===== config.mk =====
export PLATFORM = sky130hd
export DESIGN_NAME = qft_ctrl
export DESIGN_NICKNAME = d
export VERILOG_FILES = /design/src/rtl/qft_pkg.sv /design/src/rtl/qft_ctrl.sv
export SDC_FILE = /design/constraint.sdc
export NUM_CORES = 1
export LEC_CHECK = 0
export BUFFER_PORTS_ARGS = -buffer_cell sky130_fd_sc_hd__buf_2
export CAP_MARGIN = 30
export CORE_AREA = 3 3 40 42
export CTS_BUF_LIST = sky130_fd_sc_hd__clkbuf_2 sky130_fd_sc_hd__clkbuf_4 sky130_fd_sc_hd__clkbuf_8
export DETAILED_ROUTE_END_ITERATION = 6
export DIE_AREA = 0 0 43 45
export PLACE_DENSITY = 0.31
export SETUP_SLACK_MARGIN = 0.15
export SLEW_MARGIN = 40
export SYNTH_ARGS = -nofsm -noshare
export SYNTH_HDL_FRONTEND = slang
export SYNTH_SLANG_ARGS = --single-unit

===== constraint.sdc =====
create_clock -name clk -period 2.85 [get_ports clk]
set_clock_uncertainty 0.15 [all_clocks]
set_input_delay 0.4275 -clock clk [delete_from_list [all_inputs] [get_ports clk]]
set_output_delay 0.4275 -clock clk [all_outputs]
set_load 0.02 [all_outputs]

===== src/rtl/qft_pkg.sv =====
package qft_pkg;

  typedef enum logic [1:0] {
    OP_TICK      = 2'd0,
    OP_QUERY     = 2'd1,
    OP_RECONNECT = 2'd2
  } op_t;

  typedef enum logic [1:0] {
    RC_UP        = 2'd0,
    RC_TRANSPORT = 2'd1,
    RC_AUTH      = 2'd2
  } outcome_t;

  typedef enum logic [2:0] {
    FS_UNKNOWN      = 3'd0,
    FS_LIVE         = 3'd1,
    FS_STALE        = 3'd2,
    FS_DELAYED      = 3'd3,
    FS_DISCONNECTED = 3'd4
  } feed_state_t;

  typedef enum logic [1:0] {
    ERR_NONE            = 2'd0,
    ERR_DATA_STALE      = 2'd1,
    ERR_SESSION_EXPIRED = 2'd2
  } err_t;

  typedef enum logic [0:0] {
    REG_STALE_LIMIT = 1'b0,
    REG_DELAY_LIMIT = 1'b1
  } reg_idx_t;

  typedef enum logic [1:0] {
    S_CLEAR,
    S_IDLE,
    S_LOOKUP,
    S_RESOLVE
  } state_t;

  typedef struct packed {
    logic clr_step;
    logic accept;
    logic evaluate;
    logic commit;
  } qft_cmd_t;

  typedef struct packed {
    logic clr_last;
    logic out_free;
  } qft_stat_t;

  typedef struct packed {
    logic        seen;
    logic [31:0] price;
    logic [62:0] xtime;
    logic [62:0] rtime;
  } entry_t;

endpackage


===== src/rtl/qft_ctrl.sv =====
module qft_ctrl
  import qft_pkg::*;
(
  input  logic      clk,
  input  logic      rst,
  input  logic      in_valid,
  input  qft_stat_t stat,
  output qft_cmd_t  cmd,
  output logic      in_stall
);

  state_t state;
  state_t state_next;

  always_ff @(posedge clk) begin
    if (rst) begin
      state <= S_CLEAR;
    end else begin
      state <= state_next;
    end
  end

  always_comb begin
    state_next = state;
    cmd        = '0;
    in_stall   = 1'b1;
    unique case (state)
      S_CLEAR: begin
        cmd.clr_step = 1'b1;
        if (stat.clr_last) begin
          state_next = S_IDLE;
        end
      end
      S_IDLE: begin
        in_stall = 1'b0;
        if (in_valid) begin
          cmd.accept = 1'b1;
          state_next = S_LOOKUP;
        end
      end
      S_LOOKUP: begin
        cmd.evaluate = 1'b1;
        state_next   = S_RESOLVE;
      end
      S_RESOLVE: begin
        if (stat.out_free) begin
          cmd.commit = 1'b1;
          state_next = S_IDLE;
        end
      end
    endcase
  end

endmodule


# Yosys cells after proc, flatten, opt, wreduce, memory -nomap -nowiden
# Index checks and enable logic that the tools add are counted.
# totals
regBits	2
latch_bits	0
ramBits	0
rom_bits	0
inputBits	5
out_inout_bits	5
word_cells	20
memories	0
# classes
n_addsub	0
multipliers	0
div_mod_pow	0
magnitude_cmp	0
eq_ne	6
n_shift	0
muxes	11
n_bitwise	0
reduce_logical	2
# op_table
operator	n
$pmux 2 s4	1
$mux 1	7
$mux 2	3
$ne 2x2->1 const B	3
$eq 2x2->1 const B	2
$reduce_and 3->1	1
$eq 2x1->1 const B	1
$logic_not 2->1	1

# Longest topological paths before layout
# Gate-level depths: netlist (run 1).
# logic_depth
depth_word	3
mapped_depth	4

# Least setup slack after synthesis (run 1)
# OpenSTA, ideal clock, no wires.
# synth_path
path_kind	flip-flop to flip-flop
from	register state[0]
to	register state[0]
setup_ns	0.123
t_arrival_ns	1.470
slack_ns	1.107
stages_incl_launch_ff	5
path_buffers	0
synth_period_minus_slack_ns	1.743
path_cell_list	dfxtp_1 > inv_1 > ha_1 > a222oi_1 > mux2_1
# synth_via
elab_chain_cells	3
# synth_rtl
element	line	source
start, declared	qft_ctrl.sv:12	state_t state;
start signal, assigned	qft_ctrl.sv:19	state <= state_next;
$eq 2x2->1 (tied with other cells)	qft_ctrl.sv:27	unique case (state)
$ne 2x2->1 (no line)	n/a	
$reduce_and 3->1 (no line)	n/a	
# Several ways; a longest one is shown, not always the timed one.
# A chain may end at the register's enable or synchronous reset.

# Final worst setup path (run 1)
# Same ends and word-level chain as after synthesis.

==> impl_metrics.tcl, run 1 <==
set metrics [dict create \
    status "completed" \
    multi_input_area_um2 112.6 \
    cts_sinks 2 \
    drt_first_pass_iters 4 \
    nNetsFinal 44 \
    top_register "state" \
    reg2reg_from "state[0]" \
    start_util 0.1363 \
    synth_cell_types 9 \
    worst_setup_path_start_kind "flip-flop" \
    min_path_type "reg2reg" \
    path_max_fanout 3 \
    clkSlewWorstSetupHoldPaths_ns 0.03 \
    gp_congestion 0.6304 \
    slew_headroom 0.6928 \
    ant_nets 0 \
    hold_buffers 0 \
    die_area_um2 1935 \
    root_buffer "clkbuf_4" \
    period_minus_slack_ns 1.761 \
    vias_per_cell 3.563 \
    synth_sequential_area_ratio 0.2286 \
    critPathTopFamily "compound AO/OA/AOI/OAI gates" \
    place_inst 45 \
    largest_registers "state x2" \
    synth_seq_cells 2 \
    routed_wl_um 398 \
    fin_tns_setup_ns 0 \
    cp.arrival_ns 1.71 \
    seq_area_um2 40.04 \
    drt-wirelength-per-cell_um 8.292 \
    crit_required_ns 2.80 \
    core_area_um2 1285 \
    grt_max_degree 5 \
    drcViolationCount 0 \
    n_antenna_cell 0 \
    grt_pass1_vias 202 \
    drv_cap 0 \
    layout.cells.non_filler 48 \
    synthCells 21 \
    max_freq_mhz 567.7 \
    largest_reg_flops 2 \
    synth.most_common_cell "inv_1" \
    grt_pass1_wl_um 717 \
    yosys.area.top_type_share 0.2857 \
    cts_tree "yes" \
    path_buf_inv 1 \
    antenna_found_initial 0 \
    avgSynthCellArea_um2 8.341 \
    num_vias 171 \
    clkLatencyLatePin_ns 0.22 \
    cpMaxStageDelayCell "a222oi_1" \
    io_buffers 9 \
    die_x_um 43 \
    ys.flop_type "dfxtp_1" \
    post_route_cells_drive_above_1_share 0.3939 \
    power.leakage_nw 0.1500 \
    area_delta_synth_final_pct 49.29 \
    grtUsageTotal 0.05233 \
    numCtsBuffers 3 \
    syn_nets 30 \
    timing.final.crit_share 0.6180 \
    drt_iter0_drc 4 \
    yosysTopAreaCell "ha_1" \
    cts_max_path_buffers 2 \
    cp_cell_sequence "inv_1, ha_1, a222oi_1, mux2_1" \
    rsz0062_at_grt "no" \
    critPathCaptureType "flip-flop" \
    setup_viol 0 \
    hp-start "state[1]" \
    htree_levels 1 \
    synth_commonest_cells "inv_1 (6), ha_1 (4), nor2_1 (3)" \
    synthArstFlopShare 0 \
    grt_overflow 0 \
    cts_resized 0 \
    worstMarginPinSlew_ns 0.4608 \
    cpPeakStageDelay_ns 0.46 \
    ioPinCount 10 \
    nFillCells 149 \
    p_per_area_nw_per_um2 852.6 \
    netlist_area_um2 175.2 \
    yosysWarnings 0 \
    hold_viol 0 \
    finalMaxSlewViolations 0 \
    peakVddDrop_v 0.0002529 \
    path_class "reg2reg" \
    crit_path_start "state[0]" \
    cts_setup_buffers 0 \
    synth_edf_count 0 \
    die_h_um 45 \
    rows 13 \
    dp_hpwl_um 338.7 \
    ys_top_cells_by_area "ha_1 (29%), dfxtp_1 (23%), inv_1 (13%), nand2b_1 (7.1%), mux2_1 (6.4%)" \
]
-- layout make-up --
class | count | share of cell area
clock buffers | 3 | 0.08612
well taps | 15 | 0.07177
inverters | 6 | 0.08612
multi-input cells | 13 | 0.4306
flip-flops and latches | 2 | 0.1531
repair buffers | 9 | 0.1722
-- placed cells by master (no fill, tap or decap) --
cell type  instances
clkbuf_4           3
mux2i_1            1
nor2_1             3
nand2b_1           2
dfxtp_1            2
inv_1              6
ha_1               4
a222oi_1           1
buf_2              9
and2_2             1
mux2_1             1
-- stage by stage --
step | setup WS (ns) | area (µm²) | power (mW) | hold slack (ns) | util
after floorplan | 1.107 | 175.2 | 0.1309 | 0.3307 | -
after global placement | 1.089 | 239.0 | 0.1625 | 0.3651 | 0.1860
after detailed placement | 1.076 | 239.0 | 0.1645 | 0.3778 | 0.1860
after CTS | 1.072 | 261.5 | 0.2310 | 0.3755 | 0.2035
after global routing | 0.9613 | 261.5 | 0.2483 | 0.3948 | 0.2035
final | 1.089 | 261.5 | 0.2230 | 0.3754 | 0.2035
-- worst reg2reg max path, stage by stage (launching register included) --
cell and delay [ns]:
dfxtp_1 0.36, inv_1 0.09, ha_1 0.22, a222oi_1 0.46
mux2_1 0.37
-- layer usage --
| layer | GRT usage | wire length, µm | vias to the layer above |
|---|---|---|---|
| met4 | 0.05422 | 0 | 0 |
| met2 | 0.08683 | 187 | 7 |
| li1 | - | - | 89 |
| met1 | 0.04306 | 170 | 75 |
| met3 | 0.02789 | 40 | 0 |
| met5 | 0 | 0 | - |
-- where the power goes --
part           total (mW)  switching, mW  internal [mW]
Combinational       0.114         0.0688         0.0453
Clock              0.0616         0.0152         0.0464
Sequential         0.0473        0.00924         0.0380
-- cell families after synthesis --
group | after synthesis | share of synthesized area
flip-flops | 2 | 0.2286
adder cells (fa/ha/maj) | 4 | 0.2857
AO/OA/AOI/OAI | 1 | 0.05715
multiplexers | 2 | 0.1214
buffers and inverters | 6 | 0.1286
AND/OR/NAND/NOR | 6 | 0.1786
-- final timing paths --
kind / endpoint / slack, ns / cells past startpoint
hold / removal: state[1] / 0.38 / 2
setup / recovery: state[0] / 1.09 / 4
setup reg to reg: state[0] / 1.09 / 4
hold reg to reg: state[1] / 0.38 / 2
(Power assumes the default switching activity.)
==> run 2: changes to the inputs <==
- PLACE_DENSITY: 0.31 -> 0.32
- clock period: 2.85 -> 1.46 ns (I/O delays scaled with it)
==> run 2 against run 1 <==
The run now ends with setup timing left. Clock power rose by 92%. Final area grew 40%. Core utilization is 8.1 points higher. Critical path type unchanged. Worst hold slack worse by 0.22 ns. Critical endpoint unchanged. Via count grew 13%. Routed wire length grew 3.0%. First-iteration DRC count rose by 75%. Highest routed layer unchanged. Global-route usage rose by 0.17 points. Register-to-register slack got worse by 1.2 ns.
==> impl_metrics.tcl, run 2 (synthesis gave the netlist of run 1 again) <==
set metrics [dict create \
    routed_wl_um 410 \
    io_buffers 9 \
    grt_overflow 0 \
    power.leakage_nw 0.1798 \
    drcViolationCount 0 \
    p_sw_mw 0.2223 \
    die_area_um2 1935 \
    period_minus_slack_ns 1.547 \
    gp_congestion 0.6403 \
    htree_levels 1 \
    top_register "state" \
    setup_viol 3 \
    grt_max_degree 5 \
    seq_power_share 0.166 \
    rsz0062_at_grt "yes" \
    timing.rr.end "state[0]" \
    grt_pass1_wl_um 690 \
    worst_setup_path_start_kind "flip-flop" \
    die_h_um 45 \
    hp-start "rst" \
    r2r_slack_ns -0.09 \
    cp.arrival_ns 1.50 \
    violations "setup timing" \
    clkPwrFrac 0.197 \
    hold_viol 0 \
    peakVddDrop_v 0.0004971 \
    largest_registers "state x2" \
    hold_buffers 0 \
    grtUsageTotal 0.05399 \
    drt-wirelength-per-cell_um 7.736 \
    start_util 0.1363 \
    n_antenna_cell 0 \
    vias_per_cell 3.642 \
    core_area_um2 1285 \
    cts_setup_buffers 0 \
    fin_util 0.2843 \
    largest_reg_flops 2 \
    numCtsBuffers 3 \
    nNetsFinal 49 \
    slew_headroom 0.7461 \
    nFillCells 143 \
    num_vias 193 \
    p_per_area_nw_per_um2 1640 \
    max_freq_mhz 646.3 \
    worstMarginPinSlew_ns 0.3809 \
    die_x_um 43 \
    ant_nets 0 \
    path_class "reg2reg" \
    post_route_cells_drive_above_1_share 0.7368 \
    crit_required_ns 1.41 \
    finalMaxSlewViolations 0 \
    cts_tree "yes" \
    holdPathEnd "state[1]" \
    netSwitchingFraction 0.3711 \
    r2r_cells 3 \
    status "complete, but fails checks" \
    worstHoldPathCells 3 \
    path_max_fanout 4 \
    drv_cap 0 \
    layout_common_cells "buf_6 (5), buf_4 (5), buf_2 (4)" \
    clkLatencyLatePin_ns 0.22 \
    grt_pass1_vias 192 \
    drt_iter0_drc 7 \
    critPathCaptureType "flip-flop" \
    min_path_type "in2reg" \
    drt_first_pass_iters 4 \
    root_buffer "clkbuf_4" \
    ioPinCount 10 \
    reg2reg_from "state[1]" \
    antenna_found_initial 0 \
    cts_sinks 2 \
    area_delta_synth_final_pct 108.6 \
    pre_cts_ws_ns -0.1205 \
    clkSlewWorstSetupHoldPaths_ns 0.03 \
    timing.final.crit_share 1.060 \
    rows 13 \
    combPwrFrac 0.636 \
    cts_max_path_buffers 2 \
    fin_ws_ns -0.08720 \
    dp_hpwl_um 352.7 \
    p_int_mw 0.3768 \
]
-- run 2: changes by cell type in the layout (fill, tap and decap cells not counted), moves of 3 or more --
cell / previous run / this run
inv_2: 0 / 3
buf_6: 0 / 5
buf_4: 0 / 5
inv_1: 6 / 3
ha_1: 4 / 0
buf_2: 9 / 4
-- run 2: final cells by class --
cell class	instances	area (µm²)	share of cell area
clock buffer	3	22.52	0.06164
inverter	6	22.52	0.06164
multi-input combinational	13	145.1	0.3973
sequential	2	42.54	0.1164
tap	15	18.77	0.05137
timing repair buffer	14	113.9	0.3116
-- run 2: metal layers --
| layer | GRT usage | share of wire | vias to the layer above |
|---|---|---|---|
| met3 | 0.04382 | 0.098 | 0 |
| met1 | 0.03828 | 0.40 | 88 |
| met5 | 0 | 0 | - |
| met4 | 0.07229 | 0 | 0 |
| li1 | - | - | 99 |
| met2 | 0.07784 | 0.50 | 6 |
-- run 2: metrics by stage --
| stage | hold slack (ns) | cell area, µm² | std cells | setup TNS, ns | power (mW) |
|---|---|---|---|---|---|
| after floorplan | 0.2417 | 192.7 | 21 | -0.1068 | 0.2957 |
| after global placement | 0.3979 | 294.0 | 50 | -0.1607 | 0.4213 |
| after detailed placement | 0.3910 | 294.0 | 50 | -0.1884 | 0.4173 |
| after CTS | 0.1545 | 365.4 | 53 | -0.2779 | 0.6201 |
| after global routing | 0.1791 | 365.4 | 53 | -0.4939 | 0.6560 |
| final | 0.1571 | 365.4 | 53 | -0.1805 | 0.5991 |
-- run 2: how the worst max path moves through the flow --
stage | slack [ns] | from | cells after the start | to
2_1_floorplan | -0.11 | state[1] | 4 | state[0]
3_3_place_gp | -0.11 | state[0] | 3 | state[0]
3_5_place_dp | -0.12 | state[0] | 3 | state[0]
4_1_cts | -0.11 | state[1] | 3 | state[0]
5_1_grt | -0.16 | state[1] | 6 | cmd[2]
6_report | -0.09 | state[1] | 3 | state[0]
-- run 2: repair_timing --
item	CTS	global route
pin swaps	2	1
resized for setup	15	0
cloned	0	0
endpoints found under the setup margin	6	7
-- run 2: critical path, cell delays in order, from the launching register on --
cell      delay (ns)
dfxtp_2         0.33
ha_2            0.18
a222oi_1        0.41
mux2_1          0.36
-- run 2: power groups by stage --
stage | combinational [mW] | clock, mW | sequential [mW]
2_1_floorplan | 0.201 | 0 | 0.0950
3_3_place_gp | 0.321 | 0 | 0.100
3_5_place_dp | 0.317 | 0 | 0.100
4_1_cts | 0.392 | 0.128 | 0.100
5_1_grt | 0.421 | 0.134 | 0.101
6_report | 0.381 | 0.118 | 0.0997
